$ cat config.mk
export PLATFORM = sky130hd
export DESIGN_NAME = lemx_target
export DESIGN_NICKNAME = d
export VERILOG_FILES = /design/src/design/lemx_pkg.sv /design/src/design/lemx_target.sv
export SDC_FILE = /design/constraint.sdc
export NUM_CORES = 1
export LEC_CHECK = 0
export ABC_AREA = 0
export BUFFER_PORTS_ARGS = -buffer_cell sky130_fd_sc_hd__buf_2
export CORE_MARGIN = 2
export CORE_UTILIZATION = 35
export DETAILED_ROUTE_END_ITERATION = 12
export PLACE_DENSITY = 0.63
export SKIP_LAST_GASP = 1
export SLEW_MARGIN = 20
export SYNTH_ARGS = -nofsm -noshare
export SYNTH_HDL_FRONTEND = slang
export SYNTH_SLANG_ARGS = --single-unit
export TNS_END_PERCENT = 30
$ cat constraint.sdc
create_clock -name aclk -period 8.2 [get_ports aclk]
set_input_delay 2.05 -clock aclk [delete_from_list [all_inputs] [get_ports aclk]]
set_output_delay 2.05 -clock aclk [all_outputs]
set_load 0.02 [all_outputs]
$ cat src/design/lemx_pkg.sv
`default_nettype none
package lemx_pkg;

    localparam int MAX_WIDTH  = 64;
    localparam int MAX_HEIGHT = 64;
    localparam int CELLS      = MAX_WIDTH * MAX_HEIGHT;
    localparam int CELL_AW    = $clog2(CELLS);
    localparam int COORD_W    = 6;
    localparam int DIM_W      = 7;
    localparam int TAG_W      = 12;
    localparam int DIR_W      = 3;
    localparam int CLAIM_W    = 4;
    localparam int MARK_W     = 2;
    localparam int CNT_W      = 13;

    localparam logic [1:0] KIND_LOAD = 2'd0;
    localparam logic [1:0] KIND_STEP = 2'd1;
    localparam logic [1:0] KIND_READ = 2'd2;

    // configuration register indexes
    localparam logic [0:0] REG_GRID_WIDTH  = 1'b0;
    localparam logic [0:0] REG_GRID_HEIGHT = 1'b1;

    // wanted move, clockwise from north
    localparam logic [DIR_W-1:0] DIR_N  = 3'd0;
    localparam logic [DIR_W-1:0] DIR_NE = 3'd1;
    localparam logic [DIR_W-1:0] DIR_E  = 3'd2;
    localparam logic [DIR_W-1:0] DIR_SE = 3'd3;
    localparam logic [DIR_W-1:0] DIR_S  = 3'd4;
    localparam logic [DIR_W-1:0] DIR_SW = 3'd5;
    localparam logic [DIR_W-1:0] DIR_W_ = 3'd6;
    localparam logic [DIR_W-1:0] DIR_NW = 3'd7;

    localparam logic [MARK_W-1:0] MARK_NONE    = 2'd0;
    localparam logic [MARK_W-1:0] MARK_ARRIVED = 2'd1;
    localparam logic [MARK_W-1:0] MARK_BLOCKED = 2'd2;

    localparam logic [CLAIM_W-1:0] CLAIM_MAX = 4'hF;

    typedef struct packed {
        logic              occ;
        logic [TAG_W-1:0]  tag;
        logic [DIR_W-1:0]  dir;
    } cell_t;

    typedef enum logic [12:0] {
        ST_CLEAR  = 13'h0001,
        ST_IDLE   = 13'h0002,
        ST_RDW    = 13'h0004,
        ST_SWEEP  = 13'h0008,
        ST_C_RD   = 13'h0010,
        ST_C_TGT  = 13'h0020,
        ST_C_BMP1 = 13'h0040,
        ST_C_RDT  = 13'h0080,
        ST_C_BMP2 = 13'h0100,
        ST_D_RD   = 13'h0200,
        ST_D_TGT  = 13'h0400,
        ST_D_RDT  = 13'h0800,
        ST_D_DEC  = 13'h1000
    } state_t;

    function automatic logic [DIM_W-1:0] eff_dim(input logic [DIM_W-1:0] v,
                                                 input logic [DIM_W-1:0] maxv);
        logic [DIM_W-1:0] r;
        r = v;
        if (v == '0)
            r = DIM_W'(1);
        else if (v > maxv)
            r = maxv;
        return r;
    endfunction

endpackage
`default_nettype wire

$ cat src/design/lemx_target.sv
`default_nettype none
module lemx_target (
    input  wire logic                           aclk,
    input  wire logic                           load,
    input  wire logic [lemx_pkg::COORD_W-1:0]   x,
    input  wire logic [lemx_pkg::COORD_W-1:0]   y,
    input  wire logic [lemx_pkg::DIR_W-1:0]     dir,
    input  wire logic [lemx_pkg::DIM_W-1:0]     w,
    input  wire logic [lemx_pkg::DIM_W-1:0]     h,
    output logic      [lemx_pkg::CELL_AW-1:0]   target
);

    logic east, west, north, south;
    logic [lemx_pkg::DIM_W-1:0] xe, ye, nx, ny;
    logic [lemx_pkg::CELL_AW-1:0] t_next;

    always_comb begin
        east  = (dir == lemx_pkg::DIR_NE) || (dir == lemx_pkg::DIR_E)
             || (dir == lemx_pkg::DIR_SE);
        west  = (dir == lemx_pkg::DIR_SW) || (dir == lemx_pkg::DIR_W_)
             || (dir == lemx_pkg::DIR_NW);
        north = (dir == lemx_pkg::DIR_NW) || (dir == lemx_pkg::DIR_N)
             || (dir == lemx_pkg::DIR_NE);
        south = (dir == lemx_pkg::DIR_SE) || (dir == lemx_pkg::DIR_S)
             || (dir == lemx_pkg::DIR_SW);
        xe = {1'b0, x};
        ye = {1'b0, y};
        // wrap around the torus edges
        if (east)
            nx = (xe + 7'd1 == w) ? '0 : xe + 7'd1;
        else if (west)
            nx = (xe == '0) ? w - 7'd1 : xe - 7'd1;
        else
            nx = xe;
        if (south)
            ny = (ye + 7'd1 == h) ? '0 : ye + 7'd1;
        else if (north)
            ny = (ye == '0) ? h - 7'd1 : ye - 7'd1;
        else
            ny = ye;
        t_next = lemx_pkg::CELL_AW'(ny[lemx_pkg::COORD_W-1:0] * w)
               + lemx_pkg::CELL_AW'(nx);
    end

    always_ff @(posedge aclk) begin
        if (load)
            target <= t_next;
    end

endmodule
`default_nettype wire
==> results of run 1 <==
==> how the worst min path moves through the flow <==
stage               start          to  slack [ns]
floorplan            load   target[0]        2.16
global route         load   target[9]        2.21
finish               load  target[10]        2.21
CTS                  load   target[8]        2.21
detailed placement   load  target[10]        2.45
global placement     load   target[8]        2.44
==> cell families after synthesis <==
logic type,Yosys count,synth area share (%)
buffers and inverters,54,6.95
and+or+nand+nor,126,23.0
muxes,7,2.48
AOI/OAI and AO/OA,69,14.6
xor gates and xnor gates,35,11.0
DFF,12,11.9
adders and majority gates,58,30.0
==> stage by stage <==
step	instance area, um^2	util (%)	hold slack, ns
final	3370	40.6	2.21
after global routing	3370	40.6	2.21
after CTS	3370	40.6	2.21
after detailed placement	3330	40.1	2.45
after global placement	3330	40.1	2.44
after floorplan	3020	-	2.16
==> area by class of cell <==
| class | count | area, um^2 | share of cell area (%) |
|---|---|---|---|
| Clock buffer | 3 | 41.3 | 1.22 |
| Clock inverter | 1 | 3.75 | 0.111 |
| Inverter | 40 | 150 | 4.45 |
| Multi-Input combinational cell | 295 | 2450 | 72.7 |
| Sequential cell | 12 | 360 | 10.7 |
| Tap cell | 105 | 131 | 3.89 |
| Timing Repair Buffer | 45 | 233 | 6.90 |
==> cells in the final DEF (no fill, tap or decap), types with 3 or more instances in the layout <==
cell type	instances
a21boi_0	3
a21o_1	4
a21oi_1	15
a31oi_1	7
and2_1	20
and3_1	5
buf_2	42
buf_4	3
clkbuf_8	3
edfxtp_1	12
fa_1	24
ha_1	34
inv_1	40
mux2_2	4
mux2i_1	3
nand2_1	23
nand2b_1	3
nand3_1	12
nor2_1	16
nor2b_1	12
nor3_1	14
nor4b_1	3
o21a_1	4
o21ai_0	18
or2_2	3
xnor2_1	19
xor2_1	14
==> worst max-delay path: stages <==
cell and delay (ns):
buf_2 0.15, inv_1 0.11, ha_1 0.26, nand2b_1 0.15, or3_1 0.41, a21oi_2 0.22, a21o_1 0.10, a21boi_0 0.09
a21oi_1 0.47, nand2_1 0.16, fa_1 0.52, fa_1 0.49, inv_1 0.05, fa_1 0.53, inv_1 0.05, fa_1 0.52
inv_1 0.04, ha_1 0.31, o21a_1 0.13, o21ai_0 0.18, a21oi_1 0.13, a31oi_1 0.19, xnor3_1 0.41
==> report_power, final <==
part	total, uW	internal, uW	switching, uW	leakage [uW]
clock	52.0	32.8	19.2	0.0000231
sequential	127	122	5.10	0.000117
combinational	518	229	289	0.00144
==> per-layer routing <==
layer	up-vias	wire length, um	part of all wire [%]
li1	1317	-	-
met1	1230	3290	47
met3	7	357	5.1
met2	79	3230	47
met5	-	0	0
met4	0	61	0.88
==> cells in the mapped netlist, types with 3 or more instances <==
master	n
nor2b_1	12
mux2i_1	3
inv_1	40
a21oi_1	15
and3_1	5
and2_1	20
nand2b_1	3
buf_2	6
a21boi_0	3
xor2_1	14
o21ai_0	18
a31oi_1	7
ha_1	34
o21a_1	4
a21o_1	4
or2_2	3
clkbuf_1	8
edfxtp_1	12
nor4b_1	3
xnor2_1	19
mux2_2	4
nand3_1	12
nor2_1	16
nand2_1	23
fa_1	24
nor3_1	14
==> metrics, run 1 <==
dpl hpwl approximately 5.8 mm; Core ar. 8300 um^2; leakage power 0.00158 uW; setup TNS 0 ns; Die Y-Extent just under 100 um; outcome completed; Hold-fix buffers, CTS 0; I/O Buffers between 40 and 50; Pwr per Cell Area 207 nW/um^2; CP endpoint kind flop; largest net degree at the start of global routing 14; Synth cell types 52; top achievable clock speed roughly 0.13 GHz; fraction of layout cells with a size suffix above 1 between 10% and 20%; grt ovf 0; Clock Tree Root clkbuf_8; Layout Nets 486; total track usage between 15 and 20%; Worst Setup SP y[0]; H-tree Lvls 1; HP Class input pin to flop; Total Power ~700 uW; Hold Path Stages 1; max reg flops 12; Rows 33; first-pass iteration count of the detailed router 4; Clock Path Buffers 2; number of global-route vias before repair around 2600; gpl congestion just under 1; Final WS setup around 0.47 ns; Post-synth top flop edfxtp_1; Final Setup Violations 0; dpl ws between 0.2 and 0.25 ns; RSZ-0062 raised after global routing no; Final Hold Vio Count 0; First DRT Iteration DRCs between 100 and 150; Post-CTS Setup Inserts 0; post-synthesis cell area 3020 um^2; Tcrit/Tclk final between 90% and 100%; register name with the most flops target; synth warn 0; GR Util met3 2.24%; CP Launch Type input pin; crit path max fanout 9; sequential-to-total area share from yosys stat roughly an eighth; CP Class input pin to flop; Routed WL roughly 6.9 mm; global route hottest layer met2; die area between 9000 and 10000 um^2; Tmin final just under 8 ns; # IOs 43; Yosys top cell area share ~16%; worst setup path end target[11]; drt wl/cell 13.9 um; CTS clk-pin slew, worst paths ~0.050 ns; CTS tree built; Syn-to-layout area delta 11.5%; DRC errors left 0; Mapped Nets 450; diode count 0; CTS Buf Count 3; fillcell total approximately 850; placed instance count 497; Max-Slew Margin vs Limit between 50% and 60%; CTS sink count 12; CP arrival roughly 7.7 ns; maximum vdd drop around 0.078 mV; Worst-Margin Slew ~0.73 ns; Synth Register Bits 12; Max-Cap Viols 0; Slew Limit Fails 0; # resized after CTS 0; vias 2633; via-per-instance ratio between 5 and 6; initial antenna violation count 0; FFs w/ async S/R, synth 0%; Die Wd about 97 um; GR Util met1 between 20% and 30%; biggest regs target: 12 flops; initial core utilization 36.4%; number of routed nets with antenna violations 0; met2 GRT Util between 20% and 30%; top cells by area, synth fa_1 (16%), ha_1 (14%), edfxtp_1 (12%); number of flops mapped to enable cells by yosys 12; Non-Filler Instances 501; synthesized instance count ~360; global-route wire length before repair about 12 mm; Synth area leader fa_1; mean post-synth cell area around 8.4 um^2; CP required ~8 ns
(Power assumes the default switching activity.)
==> inputs of run 2 (changes only) <==
Settings changed: BUFFER_PORTS_ARGS -buffer_cell sky130_fd_sc_hd__buf_2 to -buffer_cell sky130_fd_sc_hd__buf_4, CTS_BUF_LIST from default to sky130_fd_sc_hd__clkbuf_8.
==> metrics, run 2 (synthesized netlist as in run 1, its figures left out) <==
outcome completed; vias 2630 (-0.11%); Worst path slowest cell fa_1; first-pass iteration count of the detailed router 4 (unchanged); total track usage 15.7% (+0.66 points); Final Hold Vio Count 0 (unchanged); Non-Filler Instances 501 (unchanged); placed instance count 497 (unchanged); dpl hpwl 5.81 mm (+0.67%); Die Y-Extent 97.0 um (unchanged); via-per-instance ratio 5.25 (-0.11%); CP required 8.18 ns (about the same); Layout Nets 486 (unchanged); fraction of layout cells with a size suffix above 1 15.9% (unchanged); cell chain of the critical path buf_4 > inv_1 > ha_1 > nand2b_1 > or3_1 > a21oi_2 > mux2_2 > a22o_1 > a21oi_2 > nand2b_1 > fa_1 > fa_1 > inv_1 > fa_1 > inv_1 > fa_1 > inv_1 > ha_1 > o21a_1 > o21ai_0 > a21oi_1 > a31oi_1 > xnor3_1; Post-CTS Setup Inserts 0 (unchanged); Max-Cap Viols 0 (unchanged); CP Class input pin to flop; WHS Endpoint target[8]; I/O Buffers 42 (unchanged); CP Launch Type input pin; initial antenna violation count 0 (unchanged); # resized after CTS 0 (unchanged); Area after DPL 3430 um^2 (+3.2%); Slew Limit Fails 0 (unchanged); top achievable clock speed 0.130 GHz (+0.62%); most frequent cells in the layout buf_4 (45), inv_1 (40), ha_1 (34); largest net degree at the start of global routing 14 (unchanged); maximum vdd drop 0.0811 mV (+4.5%); Tmin final 7.68 ns (-0.0474 ns); CTS clk-pin slew, worst paths 0.05 ns (about the same); Rows 33 (unchanged); Hold-fix buffers, CTS 0 (unchanged); register area 360 um^2 (unchanged); grt ovf 0 (unchanged); commonest non-fill, non-tap cell in the layout buf_4; crit path max fanout 9 (unchanged); drt wl/cell 14.1 um (+2.0%); biggest regs target: 12 flops; CP peak stage delay 0.55 ns (+0.02 ns); Routed WL 7.08 mm (+2.0%); Clock Tree Root clkbuf_8; CTS sink count 12 (unchanged); leakage power 0.00162 uW (+2.3%); Core ar. 8300 um^2 (unchanged); CP arrival 7.66 ns (-0.05 ns); Syn-to-layout area delta 15.0%; CTS Buf Count 3 (unchanged); fin area 3480 um^2 (+3.1%); diode count 0 (unchanged); Hold Path Stages 1 (unchanged); CTS tree built; CP endpoint kind flop; Tcrit/Tclk final 93.7% (-0.58 points); fillcell total 821 (-3.6%); worst hold start load; # IOs 43 (unchanged); Worst-Margin Slew 0.696 ns (-0.0340 ns); max reg flops 12 (unchanged); WP depth 23 (unchanged); initial core utilization 36.4% (unchanged); Top delay family on crit path adder cells; Final Setup Violations 0 (unchanged); RSZ-0062 raised after global routing no; Clock Path Buffers 2 (unchanged); Die Wd 97.0 um (unchanged); number of global-route vias before repair 2639 (+1.9%); Max-Slew Margin vs Limit 53.2% (+2.3 points); Pwr per Cell Area 208 nW/um^2 (+0.72%); register name with the most flops target; DRC errors left 0 (unchanged); HP Class input pin to flop; global-route wire length before repair 12.5 mm (+3.7%); First DRT Iteration DRCs 171 (+29%); H-tree Lvls 1 (unchanged); number of routed nets with antenna violations 0 (unchanged); die area 9400 um^2 (unchanged); setup TNS 0 ns (unchanged); gpl congestion 0.956 (-0.76%); crit path buf inv count 5 (unchanged); Multi-input gate area 2450 um^2 (unchanged)
[run 2: cell counts in the layout (fill, tap and decap cells not counted)]
Identical to the previous run, type by type.
[run 2: how the worst max path moves through the flow]
stage,startpoint,endpoint
2_1_floorplan,y[0],target[11]
3_3_place_gp,y[0],target[11]
3_5_place_dp,y[0],target[11]
4_1_cts,y[0],target[11]
5_1_grt,y[0],target[11]
6_report,y[0],target[11]
[run 2: stage by stage]
stage               power [uW]  util [%]  hold WS, ns  setup slack [ns]
floorplan                  538         -         2.16             0.497
detailed placement         676      41.4         2.39             0.279
global placement           669      41.4         2.38             0.374
CTS                        733      41.9         2.14             0.525
finish                     724      41.9         2.13             0.517
global route               818      41.9         2.15             0.143
[run 2: where the power goes]
group | total [uW] | internal (uW) | leakage (uW) | switching, uW
Combinational | 542 | 249 | 0.00148 | 292
Clock | 53.4 | 32.9 | 0.0000231 | 20.5
Sequential | 129 | 123 | 0.000117 | 6.81
Total | 724 | 405 | 0.00162 | 320
[run 2: layout make-up]
cell class	instances	share of cell area (%)
flip-flops and latches	12	10.4
well taps	105	3.78
multi-input cells	295	70.5
inverters	40	4.32
repair buffers	45	9.71
clock buffers	3	1.19
clock inverters	1	0.108
[run 2: layer usage]
layer | up-vias | GRT usage [%] | wire length [um]
li1 | 1315 | - | -
met1 | 1243 | 21.4 | 3310
met2 | 61 | 26.6 | 3370
met3 | 11 | 1.73 | 251
met4 | 0 | 4.12 | 141
met5 | - | 0 | 0
